==> src/rtl/bez_pkg.sv <==
// Shared constants, types and codes for the cubic Bezier easing block.
package bez_pkg;

  localparam int FRAC_BITS    = 16;
  localparam int NEWTON_ITERS = 6;
  localparam int BISECT_ITERS = 24;

  // Datapath widths
  localparam int S_W    = FRAC_BITS + 1;          // curve parameter 0..ONE
  localparam int OPND_W = FRAC_BITS + 3;          // multiplier operand
  localparam int PROD_W = 2 * OPND_W;             // full product
  localparam int SH_W   = PROD_W - FRAC_BITS;     // product after the fraction shift
  localparam int ACC_W  = FRAC_BITS + 7;          // curve value / slope accumulator
  localparam int ERR_W  = ACC_W + 1;              // x(s) - t
  localparam int DNUM_W = ERR_W + FRAC_BITS;      // Newton quotient dividend magnitude
  localparam int QUO_W  = DNUM_W + 1;             // signed Newton quotient
  localparam int DCNT_W = $clog2(DNUM_W);
  localparam int ITER_W = $clog2(NEWTON_ITERS);
  localparam int BCNT_W = $clog2(BISECT_ITERS);
  localparam int IN_W   = 18;
  localparam int OUT_W  = 19;
  localparam int XC_W   = 17;
  localparam int YC_W   = 18;
  localparam int CIDX_W = 2;

  localparam logic [S_W-1:0] ONE_S  = S_W'(1) << FRAC_BITS;
  localparam logic [S_W-1:0] HALF_S = ONE_S >> 1;
  localparam logic signed [OUT_W-1:0] OUT_MAX = {1'b0, {(OUT_W-1){1'b1}}};
  localparam logic signed [OUT_W-1:0] OUT_MIN = {1'b1, {(OUT_W-1){1'b0}}};

  // Configuration register indexes
  typedef enum logic [CIDX_W-1:0] {
    CFG_X1 = 2'd0,
    CFG_Y1 = 2'd1,
    CFG_X2 = 2'd2,
    CFG_Y2 = 2'd3
  } cfg_idx_e;

  // Main sequencer states
  typedef enum logic [2:0] {
    ST_IDLE,
    ST_NEWTON,
    ST_DIVIDE,
    ST_BISECT,
    ST_YEVAL
  } ctl_state_e;

  // Evaluator states
  typedef enum logic [1:0] {
    EV_IDLE,
    EV_MUL,
    EV_ACC
  } ev_state_e;

  // Evaluator micro-operations, in issue order
  typedef enum logic [3:0] {
    OP_INV2 = 4'd0,   // inv*inv
    OP_P    = 4'd1,   // (inv*inv)*s
    OP_INVS = 4'd2,   // inv*s
    OP_Q    = 4'd3,   // (inv*s)*s
    OP_S2   = 4'd4,   // s*s
    OP_C    = 4'd5,   // (s*s)*s
    OP_PA   = 4'd6,   // 3*p*a
    OP_QB   = 4'd7,   // 3*q*b, curve value done
    OP_SL0  = 4'd8,   // 3*inv^2*a
    OP_SL1  = 4'd9,   // 6*inv*s*(b-a)
    OP_SL2  = 4'd10   // 3*s^2*(ONE-b), slope done
  } ev_op_e;

  typedef struct packed {
    logic                     go;
    logic                     with_slope;
    logic signed [OPND_W-1:0] a;
    logic signed [OPND_W-1:0] b;
    logic [S_W-1:0]           s;
  } ev_req_t;

  typedef struct packed {
    logic                    done;
    logic signed [ACC_W-1:0] val;
    logic signed [ACC_W-1:0] slope;
  } ev_rsp_t;

endpackage

==> src/rtl/bez_eval.sv <==
// Curve value and slope evaluator built around one shared multiplier.
module bez_eval (
  input  logic             clk_i,
  input  logic             rst_ni,
  input  bez_pkg::ev_req_t req_i,
  output bez_pkg::ev_rsp_t rsp_o
);
  import bez_pkg::*;

  ev_state_e state_q, state_d;
  ev_op_e    op_q;
  logic      with_slope_q;
  logic      done_q;
  logic      mul_en, acc_en, last_op;

  logic signed [OPND_W-1:0] a_q, b_q, s_q, inv_q;
  logic signed [OPND_W-1:0] r1_q, r2_q, r3_q, p_q, q_q;
  logic signed [OPND_W-1:0] opa, opb, bma, omb;
  logic signed [PROD_W-1:0] prod_q;
  logic signed [SH_W-1:0]   sh;
  logic signed [ACC_W-1:0]  sh_x, sh3, sh6;
  logic signed [ACC_W-1:0]  acc_q, sl_q;

  // Shifted product, floor rounding by arithmetic shift
  assign sh   = prod_q[PROD_W-1:FRAC_BITS];
  assign sh_x = ACC_W'(sh);
  assign sh3  = sh_x + (sh_x <<< 1);
  assign sh6  = sh3 <<< 1;
  assign bma  = b_q - a_q;
  assign omb  = OPND_W'(ONE_S) - b_q;

  // Operand select
  always_comb begin
    opa = inv_q;
    opb = inv_q;
    unique case (op_q)
      OP_INV2: begin opa = inv_q; opb = inv_q; end
      OP_P:    begin opa = r1_q;  opb = s_q;   end
      OP_INVS: begin opa = inv_q; opb = s_q;   end
      OP_Q:    begin opa = r2_q;  opb = s_q;   end
      OP_S2:   begin opa = s_q;   opb = s_q;   end
      OP_C:    begin opa = r3_q;  opb = s_q;   end
      OP_PA:   begin opa = p_q;   opb = a_q;   end
      OP_QB:   begin opa = q_q;   opb = b_q;   end
      OP_SL0:  begin opa = r1_q;  opb = a_q;   end
      OP_SL1:  begin opa = r2_q;  opb = bma;   end
      OP_SL2:  begin opa = r3_q;  opb = omb;   end
      default: begin opa = inv_q; opb = inv_q; end
    endcase
  end

  // Next state
  always_comb begin
    state_d = state_q;
    unique case (state_q)
      EV_IDLE: if (req_i.go) state_d = EV_MUL;
      EV_MUL:  state_d = EV_ACC;
      EV_ACC:  state_d = last_op ? EV_IDLE : EV_MUL;
      default: state_d = EV_IDLE;
    endcase
  end

  // Sequencer outputs
  always_comb begin
    mul_en  = (state_q == EV_MUL);
    acc_en  = (state_q == EV_ACC);
    last_op = with_slope_q ? (op_q == OP_SL2) : (op_q == OP_QB);
  end

  always_ff @(posedge clk_i or negedge rst_ni) begin
    if (!rst_ni) begin
      state_q <= EV_IDLE;
      op_q    <= OP_INV2;
      done_q  <= 1'b0;
    end else begin
      state_q <= state_d;
      done_q  <= acc_en && last_op;
      if (state_q == EV_IDLE && req_i.go) begin
        op_q <= OP_INV2;
      end else if (acc_en && !last_op) begin
        op_q <= ev_op_e'(op_q + 4'd1);
      end
    end
  end

  // Operand capture and product register
  always_ff @(posedge clk_i) begin
    if (state_q == EV_IDLE && req_i.go) begin
      with_slope_q <= req_i.with_slope;
      a_q          <= req_i.a;
      b_q          <= req_i.b;
      s_q          <= OPND_W'(req_i.s);
      inv_q        <= OPND_W'(ONE_S - req_i.s);
    end
    if (mul_en) begin
      prod_q <= opa * opb;
    end
  end

  // Accumulate results of each micro-operation
  always_ff @(posedge clk_i) begin
    if (acc_en) begin
      unique case (op_q)
        OP_INV2: r1_q  <= sh[OPND_W-1:0];
        OP_P:    p_q   <= sh[OPND_W-1:0];
        OP_INVS: r2_q  <= sh[OPND_W-1:0];
        OP_Q:    q_q   <= sh[OPND_W-1:0];
        OP_S2:   r3_q  <= sh[OPND_W-1:0];
        OP_C:    acc_q <= sh_x;
        OP_PA:   acc_q <= acc_q + sh3;
        OP_QB:   acc_q <= acc_q + sh3;
        OP_SL0:  sl_q  <= sh3;
        OP_SL1:  sl_q  <= sl_q + sh6;
        OP_SL2:  sl_q  <= sl_q + sh3;
        default: ;
      endcase
    end
  end

  assign rsp_o.done  = done_q;
  assign rsp_o.val   = acc_q;
  assign rsp_o.slope = sl_q;

endmodule

==> src/rtl/bez_div.sv <==
// Radix-2 restoring divider for the Newton step, (num * ONE) / den toward zero.
module bez_div (
  input  logic                               clk_i,
  input  logic                               rst_ni,
  input  logic                               go_i,
  input  logic signed [bez_pkg::ERR_W-1:0]   num_i,
  input  logic signed [bez_pkg::ACC_W-1:0]   den_i,
  output logic                               done_o,
  output logic signed [bez_pkg::QUO_W-1:0]   quot_o
);
  import bez_pkg::*;

  logic                    run_q, done_q, neg_q;
  logic [DCNT_W-1:0]       cnt_q;
  logic [DNUM_W-1:0]       n_q, n_nxt;
  logic [ACC_W-1:0]        rem_q, dmag_q;
  logic [ERR_W-1:0]        num_mag;
  logic [ACC_W-1:0]        den_mag;
  logic [ACC_W:0]          trial;
  logic                    fits;
  logic signed [QUO_W-1:0] quot_q;

  assign num_mag = num_i[ERR_W-1] ? ERR_W'(-num_i) : ERR_W'(num_i);
  assign den_mag = den_i[ACC_W-1] ? ACC_W'(-den_i) : ACC_W'(den_i);

  // One quotient bit per cycle
  assign trial = {rem_q, n_q[DNUM_W-1]};
  assign fits  = (trial >= {1'b0, dmag_q});
  assign n_nxt = {n_q[DNUM_W-2:0], fits};

  always_ff @(posedge clk_i or negedge rst_ni) begin
    if (!rst_ni) begin
      run_q  <= 1'b0;
      done_q <= 1'b0;
      cnt_q  <= '0;
    end else begin
      done_q <= 1'b0;
      if (go_i) begin
        run_q <= 1'b1;
        cnt_q <= '0;
      end else if (run_q) begin
        cnt_q <= cnt_q + 1'b1;
        if (cnt_q == DCNT_W'(DNUM_W - 1)) begin
          run_q  <= 1'b0;
          done_q <= 1'b1;
        end
      end
    end
  end

  always_ff @(posedge clk_i) begin
    if (go_i) begin
      n_q    <= {num_mag, {FRAC_BITS{1'b0}}};
      rem_q  <= '0;
      dmag_q <= den_mag;
      neg_q  <= num_i[ERR_W-1] ^ den_i[ACC_W-1];
    end else if (run_q) begin
      n_q   <= n_nxt;
      rem_q <= fits ? ACC_W'(trial - {1'b0, dmag_q}) : trial[ACC_W-1:0];
      if (cnt_q == DCNT_W'(DNUM_W - 1)) begin
        quot_q <= neg_q ? -$signed({1'b0, n_nxt}) : $signed({1'b0, n_nxt});
      end
    end
  end

  assign done_o = done_q;
  assign quot_o = quot_q;

endmodule

==> src/rtl/cubic_bezier_easing.sv <==
// Top level: control sequencer, configuration registers and output register.
//
// Cubic Bezier easing (CSS cubic-bezier timing function) in 16-fraction-bit fixed
// point. Pulse start while busy is low to hand in progress_i; the eased value
// appears on eased_value_o for exactly one cycle with done_o high, and must be
// captured then. Progress at or below 0 and at or above 1 finishes the cycle
// after start with 0 or 1. Any other progress runs the solver: each Newton step
// uses the curve/slope evaluator (one shared 19x19 multiplier) and then the
// one-bit-per-cycle divider, each of the 24 bisection steps one curve evaluation,
// and a final y evaluation follows. The fastest case is an exact hit on the first
// Newton evaluation; the worst case is all six Newton steps followed by full
// bisection.
// Configuration writes are always accepted (cfg_ready_o is high) and must only
// be made while busy is low and no result is pending.
module cubic_bezier_easing (
  input  logic                               clk_i,
  input  logic                               rst_ni,
  input  logic                               start,
  output logic                               busy,
  input  logic signed [bez_pkg::IN_W-1:0]    progress_i,
  output logic                               done_o,
  output logic signed [bez_pkg::OUT_W-1:0]   eased_value_o,
  input  logic                               cfg_valid_i,
  output logic                               cfg_ready_o,
  input  logic [bez_pkg::CIDX_W-1:0]         cfg_index_i,
  input  logic [bez_pkg::YC_W-1:0]           cfg_data_i
);
  import bez_pkg::*;

  ctl_state_e state_q, state_d;

  logic [XC_W-1:0]        x1_q, x2_q;
  logic signed [YC_W-1:0] y1_q, y2_q;

  logic signed [IN_W-1:0] t_q, t_d;
  logic [S_W-1:0]         s_q, s_d, lo_q, lo_d, hi_q, hi_d, s_new, mid;
  logic [ITER_W-1:0]      iter_q, iter_d;
  logic [BCNT_W-1:0]      cnt_q, cnt_d;
  logic                   go_q, go_d, dgo_q, dgo_d, done_q, done_d;
  logic signed [OUT_W-1:0] out_q, out_d, sat_val;

  logic                    accept;
  ev_req_t                 ev_req;
  ev_rsp_t                 ev_rsp;
  logic                    div_done;
  logic signed [QUO_W-1:0] quot;
  logic signed [ERR_W-1:0] err;
  logic signed [QUO_W:0]   diff;
  logic                    err_zero, slope_zero, below;
  logic [S_W:0]            lo_hi_sum;
  logic [S_W-1:0]          nlo, nhi;

  assign accept      = start && !busy;
  assign busy        = (state_q != ST_IDLE);
  assign cfg_ready_o = 1'b1;

  // Evaluator request
  assign ev_req.go         = go_q;
  assign ev_req.with_slope = (state_q == ST_NEWTON);
  assign ev_req.a = (state_q == ST_YEVAL) ? OPND_W'(y1_q) : OPND_W'($signed({1'b0, x1_q}));
  assign ev_req.b = (state_q == ST_YEVAL) ? OPND_W'(y2_q) : OPND_W'($signed({1'b0, x2_q}));
  assign ev_req.s = s_q;

  bez_eval u_eval (
    .clk_i  (clk_i),
    .rst_ni (rst_ni),
    .req_i  (ev_req),
    .rsp_o  (ev_rsp)
  );

  assign err = ERR_W'(ev_rsp.val) - ERR_W'(t_q);

  bez_div u_div (
    .clk_i  (clk_i),
    .rst_ni (rst_ni),
    .go_i   (dgo_q),
    .num_i  (err),
    .den_i  (ev_rsp.slope),
    .done_o (div_done),
    .quot_o (quot)
  );

  // Newton update, clamped to 0..ONE
  assign diff = $signed({{(QUO_W + 1 - S_W){1'b0}}, s_q}) - (QUO_W + 1)'(quot);
  always_comb begin
    if (diff < 0) begin
      s_new = '0;
    end else if (diff > $signed((QUO_W + 1)'(ONE_S))) begin
      s_new = ONE_S;
    end else begin
      s_new = diff[S_W-1:0];
    end
  end

  // Bisection bracket update
  assign err_zero   = (err == '0);
  assign slope_zero = (ev_rsp.slope == '0);
  assign below      = (ERR_W'(ev_rsp.val) < ERR_W'(t_q));
  assign nlo        = below ? s_q : lo_q;
  assign nhi        = below ? hi_q : s_q;
  assign lo_hi_sum  = {1'b0, nlo} + {1'b0, nhi};
  assign mid        = lo_hi_sum[S_W:1];

  // Output saturation
  always_comb begin
    if (ev_rsp.val > ACC_W'(OUT_MAX)) begin
      sat_val = OUT_MAX;
    end else if (ev_rsp.val < ACC_W'(OUT_MIN)) begin
      sat_val = OUT_MIN;
    end else begin
      sat_val = ev_rsp.val[OUT_W-1:0];
    end
  end

  // Next state
  always_comb begin
    state_d = state_q;
    unique case (state_q)
      ST_IDLE: begin
        if (accept && progress_i > 0 && progress_i < $signed(IN_W'(ONE_S))) begin
          state_d = ST_NEWTON;
        end
      end
      ST_NEWTON: begin
        if (ev_rsp.done) begin
          priority if (err_zero)   state_d = ST_YEVAL;
          else if (slope_zero)     state_d = ST_BISECT;
          else                     state_d = ST_DIVIDE;
        end
      end
      ST_DIVIDE: begin
        if (div_done) begin
          state_d = (iter_q == ITER_W'(NEWTON_ITERS - 1)) ? ST_BISECT : ST_NEWTON;
        end
      end
      ST_BISECT: begin
        if (ev_rsp.done && cnt_q == BCNT_W'(BISECT_ITERS - 1)) state_d = ST_YEVAL;
      end
      ST_YEVAL: begin
        if (ev_rsp.done) state_d = ST_IDLE;
      end
      default: state_d = ST_IDLE;
    endcase
  end

  // Datapath control
  always_comb begin
    t_d    = t_q;
    s_d    = s_q;
    lo_d   = lo_q;
    hi_d   = hi_q;
    iter_d = iter_q;
    cnt_d  = cnt_q;
    go_d   = 1'b0;
    dgo_d  = 1'b0;
    done_d = 1'b0;
    out_d  = out_q;
    unique case (state_q)
      ST_IDLE: begin
        if (accept) begin
          t_d = progress_i;
          priority if (progress_i <= 0) begin
            done_d = 1'b1;
            out_d  = '0;
          end else if (progress_i >= $signed(IN_W'(ONE_S))) begin
            done_d = 1'b1;
            out_d  = OUT_W'(ONE_S);
          end else begin
            s_d    = progress_i[S_W-1:0];
            iter_d = '0;
            go_d   = 1'b1;
          end
        end
      end
      ST_NEWTON: begin
        if (ev_rsp.done) begin
          priority if (err_zero) begin
            go_d = 1'b1;
          end else if (slope_zero) begin
            lo_d  = '0;
            hi_d  = ONE_S;
            s_d   = HALF_S;
            cnt_d = '0;
            go_d  = 1'b1;
          end else begin
            dgo_d = 1'b1;
          end
        end
      end
      ST_DIVIDE: begin
        if (div_done) begin
          iter_d = iter_q + 1'b1;
          go_d   = 1'b1;
          if (iter_q == ITER_W'(NEWTON_ITERS - 1)) begin
            lo_d  = '0;
            hi_d  = ONE_S;
            s_d   = HALF_S;
            cnt_d = '0;
          end else begin
            s_d = s_new;
          end
        end
      end
      ST_BISECT: begin
        if (ev_rsp.done) begin
          lo_d  = nlo;
          hi_d  = nhi;
          cnt_d = cnt_q + 1'b1;
          go_d  = 1'b1;
          if (cnt_q != BCNT_W'(BISECT_ITERS - 1)) s_d = mid;
        end
      end
      ST_YEVAL: begin
        if (ev_rsp.done) begin
          done_d = 1'b1;
          out_d  = sat_val;
        end
      end
      default: ;
    endcase
  end

  always_ff @(posedge clk_i or negedge rst_ni) begin
    if (!rst_ni) begin
      state_q <= ST_IDLE;
      go_q    <= 1'b0;
      dgo_q   <= 1'b0;
      done_q  <= 1'b0;
    end else begin
      state_q <= state_d;
      go_q    <= go_d;
      dgo_q   <= dgo_d;
      done_q  <= done_d;
    end
  end

  always_ff @(posedge clk_i) begin
    t_q    <= t_d;
    s_q    <= s_d;
    lo_q   <= lo_d;
    hi_q   <= hi_d;
    iter_q <= iter_d;
    cnt_q  <= cnt_d;
    out_q  <= out_d;
  end

  // Configuration registers
  always_ff @(posedge clk_i or negedge rst_ni) begin
    if (!rst_ni) begin
      x1_q <= '0;
      y1_q <= '0;
      x2_q <= ONE_S;
      y2_q <= YC_W'(ONE_S);
    end else if (cfg_valid_i) begin
      unique case (cfg_idx_e'(cfg_index_i))
        CFG_X1:  x1_q <= cfg_data_i[XC_W-1:0];
        CFG_Y1:  y1_q <= cfg_data_i;
        CFG_X2:  x2_q <= cfg_data_i[XC_W-1:0];
        CFG_Y2:  y2_q <= cfg_data_i;
        default: ;
      endcase
    end
  end

  assign done_o        = done_q;
  assign eased_value_o = out_q;

endmodule

==> config.mk <==
export PLATFORM = sky130hd
export DESIGN_NAME = cubic_bezier_easing
export DESIGN_NICKNAME = d
export VERILOG_FILES = /design/src/rtl/bez_pkg.sv /design/src/rtl/bez_eval.sv /design/src/rtl/bez_div.sv /design/src/rtl/cubic_bezier_easing.sv
export SDC_FILE = /design/constraint.sdc
export NUM_CORES = 2
export LEC_CHECK = 0
export BUFFER_PORTS_ARGS = -buffer_cell sky130_fd_sc_hd__buf_2
export CORE_MARGIN = 1.5
export CORE_UTILIZATION = 45
export CTS_CLUSTER_DIAMETER = 80
export DETAILED_ROUTE_END_ITERATION = 12
export PLACE_DENSITY = 0.66
export SLEW_MARGIN = 20
export SYNTH_ARGS = -nofsm -noshare
export SYNTH_HDL_FRONTEND = slang
export SYNTH_SLANG_ARGS = --single-unit
==> constraint.sdc <==
create_clock -name clk_i -period 8.75 [get_ports clk_i]
set_input_delay 0.875 -clock clk_i [delete_from_list [all_inputs] [get_ports clk_i]]
set_output_delay 0.875 -clock clk_i [all_outputs]
set_load 0.1 [all_outputs]
==> flow_summary.rst <==
.. list-table::
   :header-rows: 1

   * - Metric
     - Value
   * - Run status
     - completed
   * - Area contributors post-synth
     - sky130_fd_sc_hd__edfxtp_1, sky130_fd_sc_hd__fa_1, sky130_fd_sc_hd__ha_1
   * - Critical path's largest stage delay
     - 0.58 ns
   * - Synth Area in Simple Gates
     - 14.29%
   * - Cell count after placement
     - 6,261
   * - Total half-perimeter wirelength after legalization and detailed placement
     - 102.8 mm
   * - Most used DFF post-synth
     - sky130_fd_sc_hd__edfxtp_1
   * - Setup clock skew after layout
     - 0.03732 ns
   * - Clock tree from TritonCTS
     - done
   * - Count of yosys warnings during synthesis
     - 0
   * - Row count
     - 117
   * - Maximum ir drop on the vdd rail
     - 0.1468 mV
   * - Fraction of power consumed by the clock network
     - 44.4%
   * - Max Fclk
     - 0.1154 GHz
   * - Path depth of the worst reg2reg path
     - 34
   * - Top-Level Pins
     - 64
   * - Fin util
     - 52.10%
   * - Via count normalized by instance count
     - 5.700
   * - Crit Path Max Fanout
     - 3
   * - Residual antenna-violating net count after detailed routing
     - 0
   * - Number of non-filler instances in the completed layout
     - 6,390
   * - Part of the power in combinational logic
     - 2.5%
   * - Chip width
     - 324.6 µm
   * - Fraction of layout instances using a drive strength above 1
     - 14.97%
   * - Portion of the post-synthesis area used by sequential elements
     - 33.60%
   * - # clock sinks
     - 549
   * - Power per cell area
     - 101.8 nW/µm²
   * - CTS Buffer Depth
     - 3
   * - Minimum clock period
     - 8.664 ns
   * - Minimum hold slack
     - 0.1449 ns
   * - Area growth syn-to-layout
     - 14.37%
   * - Mux cell area share after synthesis
     - 3.363%
   * - Clk Tree Root Cell
     - sky130_fd_sc_hd__clkbuf_16
   * - Class of the tightest hold or removal check
     - input port to async pin
   * - Number of max-cap violations
     - 0
   * - Number of H-tree levels
     - 2
   * - Global placer's final weighted congestion
     - 0.9610
   * - Pin count of the biggest net entering global routing
     - 77
   * - Count of unique library cells instantiated by Yosys
     - 90
   * - Startpoint type of the worst setup path
     - flop
   * - Worst slack after detailed placement
     - -0.4147 ns
   * - Adder-cell share of the synthesized area
     - 24.40%
   * - Count of filler cells inserted in the layout
     - 9,137
   * - Share of flip-flops with an asynchronous set or reset
     - 16.58%
   * - Leakage power total
     - 22.60 nW
   * - Netlist area before placement
     - 46,550 µm²
   * - Share of the synthesized area in compound gates (AO/OA/AOI/OAI)
     - 13.32%
   * - Minimum setup slack in the final design
     - 0.08622 ns
   * - Startpoint of the most critical register-to-register path
     - u_eval.a_q[0]
   * - Mean routed wirelength per cell
     - 20.64 µm
   * - Vias in the first global route
     - 35,860
   * - Slowest stage cell on the critical path
     - sky130_fd_sc_hd__fa_2
   * - Post-layout net count
     - 5,698
   * - Hold bufs inserted after CTS
     - 0
   * - Count of state elements after synthesis
     - 549
   * - Overflow left after global routing
     - 0
   * - Core area
     - 102,200 µm²
   * - Switching power total
     - 1.164 mW
   * - Data arrival time of the worst path
     - 9.04 ns
   * - Area fraction of the dominant cell type after synthesis
     - 27.03%
   * - Residual DRC count
     - 0
   * - Synth Instances
     - 4,691
   * - Aggregate routed wire length
     - 131.9 mm
   * - Endpoint of the lowest-slack register-to-register path
     - u_eval.prod_q[32]
   * - Post-synth EDFFs
     - 419
   * - Initial DRT Pass Iterations
     - 6
   * - Cell accounting for the most synthesized area
     - sky130_fd_sc_hd__edfxtp_1
   * - Count of pins over their slew limit
     - 0
   * - Total nets after synthesis
     - 5,414
   * - Fraction of power spent switching nets
     - 21.49%
   * - Number of antenna violations at the first check in global routing
     - 5
   * - Setup repair after global routing missed its margin
     - yes
   * - Vertical die dimension
     - 324.6 µm
   * - Dominant combinational cell family by area after synthesis
     - adder cells
   * - Starting utilization of the core area
     - 45.56%
   * - Final count of negative-setup-slack endpoints
     - 0
   * - Worst setup path category
     - flop to flop
   * - Transition time of the tightest slew-check pin
     - 1.234 ns
   * - Post-CTS clock slew at the launch and capture registers of the worst setup and hold paths
     - 0.07 ns
   * - Setup total negative slack
     - 0 ns
   * - Post-Synthesis Mean Instance Area
     - 9.923 µm²
   * - Critical Path End Type
     - flop
   * - Ant. Diodes
     - 0
   * - Combined area of the multi-input logic cells
     - 28,980 µm²
   * - Area taken by flip-flops and latches
     - 15,650 µm²
   * - Top cells by instance count after synthesis
     - sky130_fd_sc_hd__nand2_1, sky130_fd_sc_hd__inv_1, sky130_fd_sc_hd__edfxtp_1
   * - Design internal power
     - 4.253 mW
   * - Fraction of the cycle the final worst path needs
     - 99.01%
   * - Register-to-register path setup slack
     - 0.09 ns
   * - Max transition margin
     - 16.68%
   * - Final Hold Violating Endpoints
     - 0
   * - Global-route total usage across every layer
     - 24.69%
   * - Library cell appearing most often on the critical path
     - sky130_fd_sc_hd__buf_4
   * - Clock Latency Late Sink
     - 0.65 ns
   * - Die Outline Area
     - 105,400 µm²
   * - Cell with the most instances after synthesis
     - sky130_fd_sc_hd__nand2_1
   * - Fraction of synthesized cell area in xor and xnor cells
     - 5.344%
   * - Relative contribution of sequential cells to total power
     - 53.1%
   * - DR vias
     - 36,420
   * - Cts bufs inserted
     - 56
   * - Worst Path Required
     - 9.12 ns
   * - IO Port Bufs
     - 62
   * - First-pass GRT wire length
     - 205.0 mm
   * - Detailed Route Iter0 Violations
     - 3,136
==> how the worst max path moves through the flow <==
stage,endpoint,slack [ns],depth (start not counted),startpoint
floorplan,u_eval.prod_q[30],0.01,36,u_eval.b_q[0]
global placement,u_eval.prod_q[32],-0.39,36,u_eval.b_q[0]
detailed placement,u_eval.prod_q[35],-0.41,35,u_eval.b_q[0]
CTS,u_eval.prod_q[29],0.008,38,u_eval.b_q[0]
global route,u_eval.prod_q[32],-0.25,31,u_eval.b_q[4]
finish,u_eval.prod_q[32],0.09,34,u_eval.a_q[0]
==> cell families after synthesis <==
group                      Yosys count
AOI/OAI and AO/OA                  914
xor gates and xnor gates           284
adders and majority gates          681
buffers and inverters              699
DFF                                549
muxes                              143
other                                1
and+or+nand+nor                   1420
==> stage by stage <==
stage               power, mW  cell area [µm²]
floorplan               3.006            46600
finish                  5.418            53240
detailed placement      3.066            50650
global placement        3.056            50640
global route            5.563            53240
CTS                     5.451            52640
==> flip-flops by register name, summed over array words and instances, names as in the netlist, 19 cells and up <==
name	count
u_div.dmag_q	23
u_div.n_q	40
u_eval.r2_q	19
u_eval.r1_q	19
u_eval.sl_q	23
u_eval.q_q	19
u_div.quot_o	41
u_eval.prod_q	22
u_div.rem_q	23
u_eval.acc_q	23
u_eval.p_q	19
u_eval.r3_q	19
eased_value_o	19
==> power groups by stage <==
stage / logic (mW) / clock network, mW / registers (mW)
after floorplan: 0.0858 / 0 / 2.92
after global placement: 0.132 / 0 / 2.92
after global routing: 0.149 / 2.53 / 2.88
final: 0.135 / 2.41 / 2.88
after detailed placement: 0.136 / 0 / 2.93
after CTS: 0.137 / 2.44 / 2.87
==> per-layer routing <==
metal  vias to the layer above  routed length (µm)  share of wire (%)  global-route usage, %
met5                         -                  36              0.027                      0
met4                         6                4547                3.4                  8.066
met3                       237                9934                7.5                  3.352
met2                      1324               60760                 46                  39.39
met1                     18000               56580                 43                  34.71
li1                      16860                   -                  -                      -
==> cell usage in the layout, fill, tap and decap left out, types with 100 or more instances in the layout <==
cell type                    n
sky130_fd_sc_hd__nand2_1   550
sky130_fd_sc_hd__nor2_1    325
sky130_fd_sc_hd__buf_4     296
sky130_fd_sc_hd__o21ai_0   171
sky130_fd_sc_hd__fa_1      361
sky130_fd_sc_hd__a21oi_1   191
sky130_fd_sc_hd__inv_1     526
sky130_fd_sc_hd__xnor2_1   182
sky130_fd_sc_hd__xor2_1    100
sky130_fd_sc_hd__edfxtp_1  419
sky130_fd_sc_hd__mux2_2    107
sky130_fd_sc_hd__ha_1      281
==> worst max-delay path: cells and delay by family, from the launching register on <==
family	cells	cell delay (ns)
compound gates	13	2.51
xor+xnor	1	0.12
fa+ha+maj	9	4.00
buf+inv	8	0.90
flops	1	0.46
simple gates	3	0.41
==> what timing repair did <==
item | CTS | global route
resized for setup | 27 | 108
setup buffers | 12 | 13
setup endpoints to repair | 15 | 20
cloned | 0 | 1
pin swaps | 30 | 113
==> area by class of cell <==
cell class                      instances  share of cell area (%)
Timing Repair Buffer                  387                   5.817
Clock inverter                         27                  0.4935
Tap cell                             1368                   3.215
Multi-Input combinational cell       3443                   54.43
Clock buffer                           78                   2.863
Inverter                              538                   3.793
Sequential cell                       549                   29.39
(Power assumes the default switching activity.)
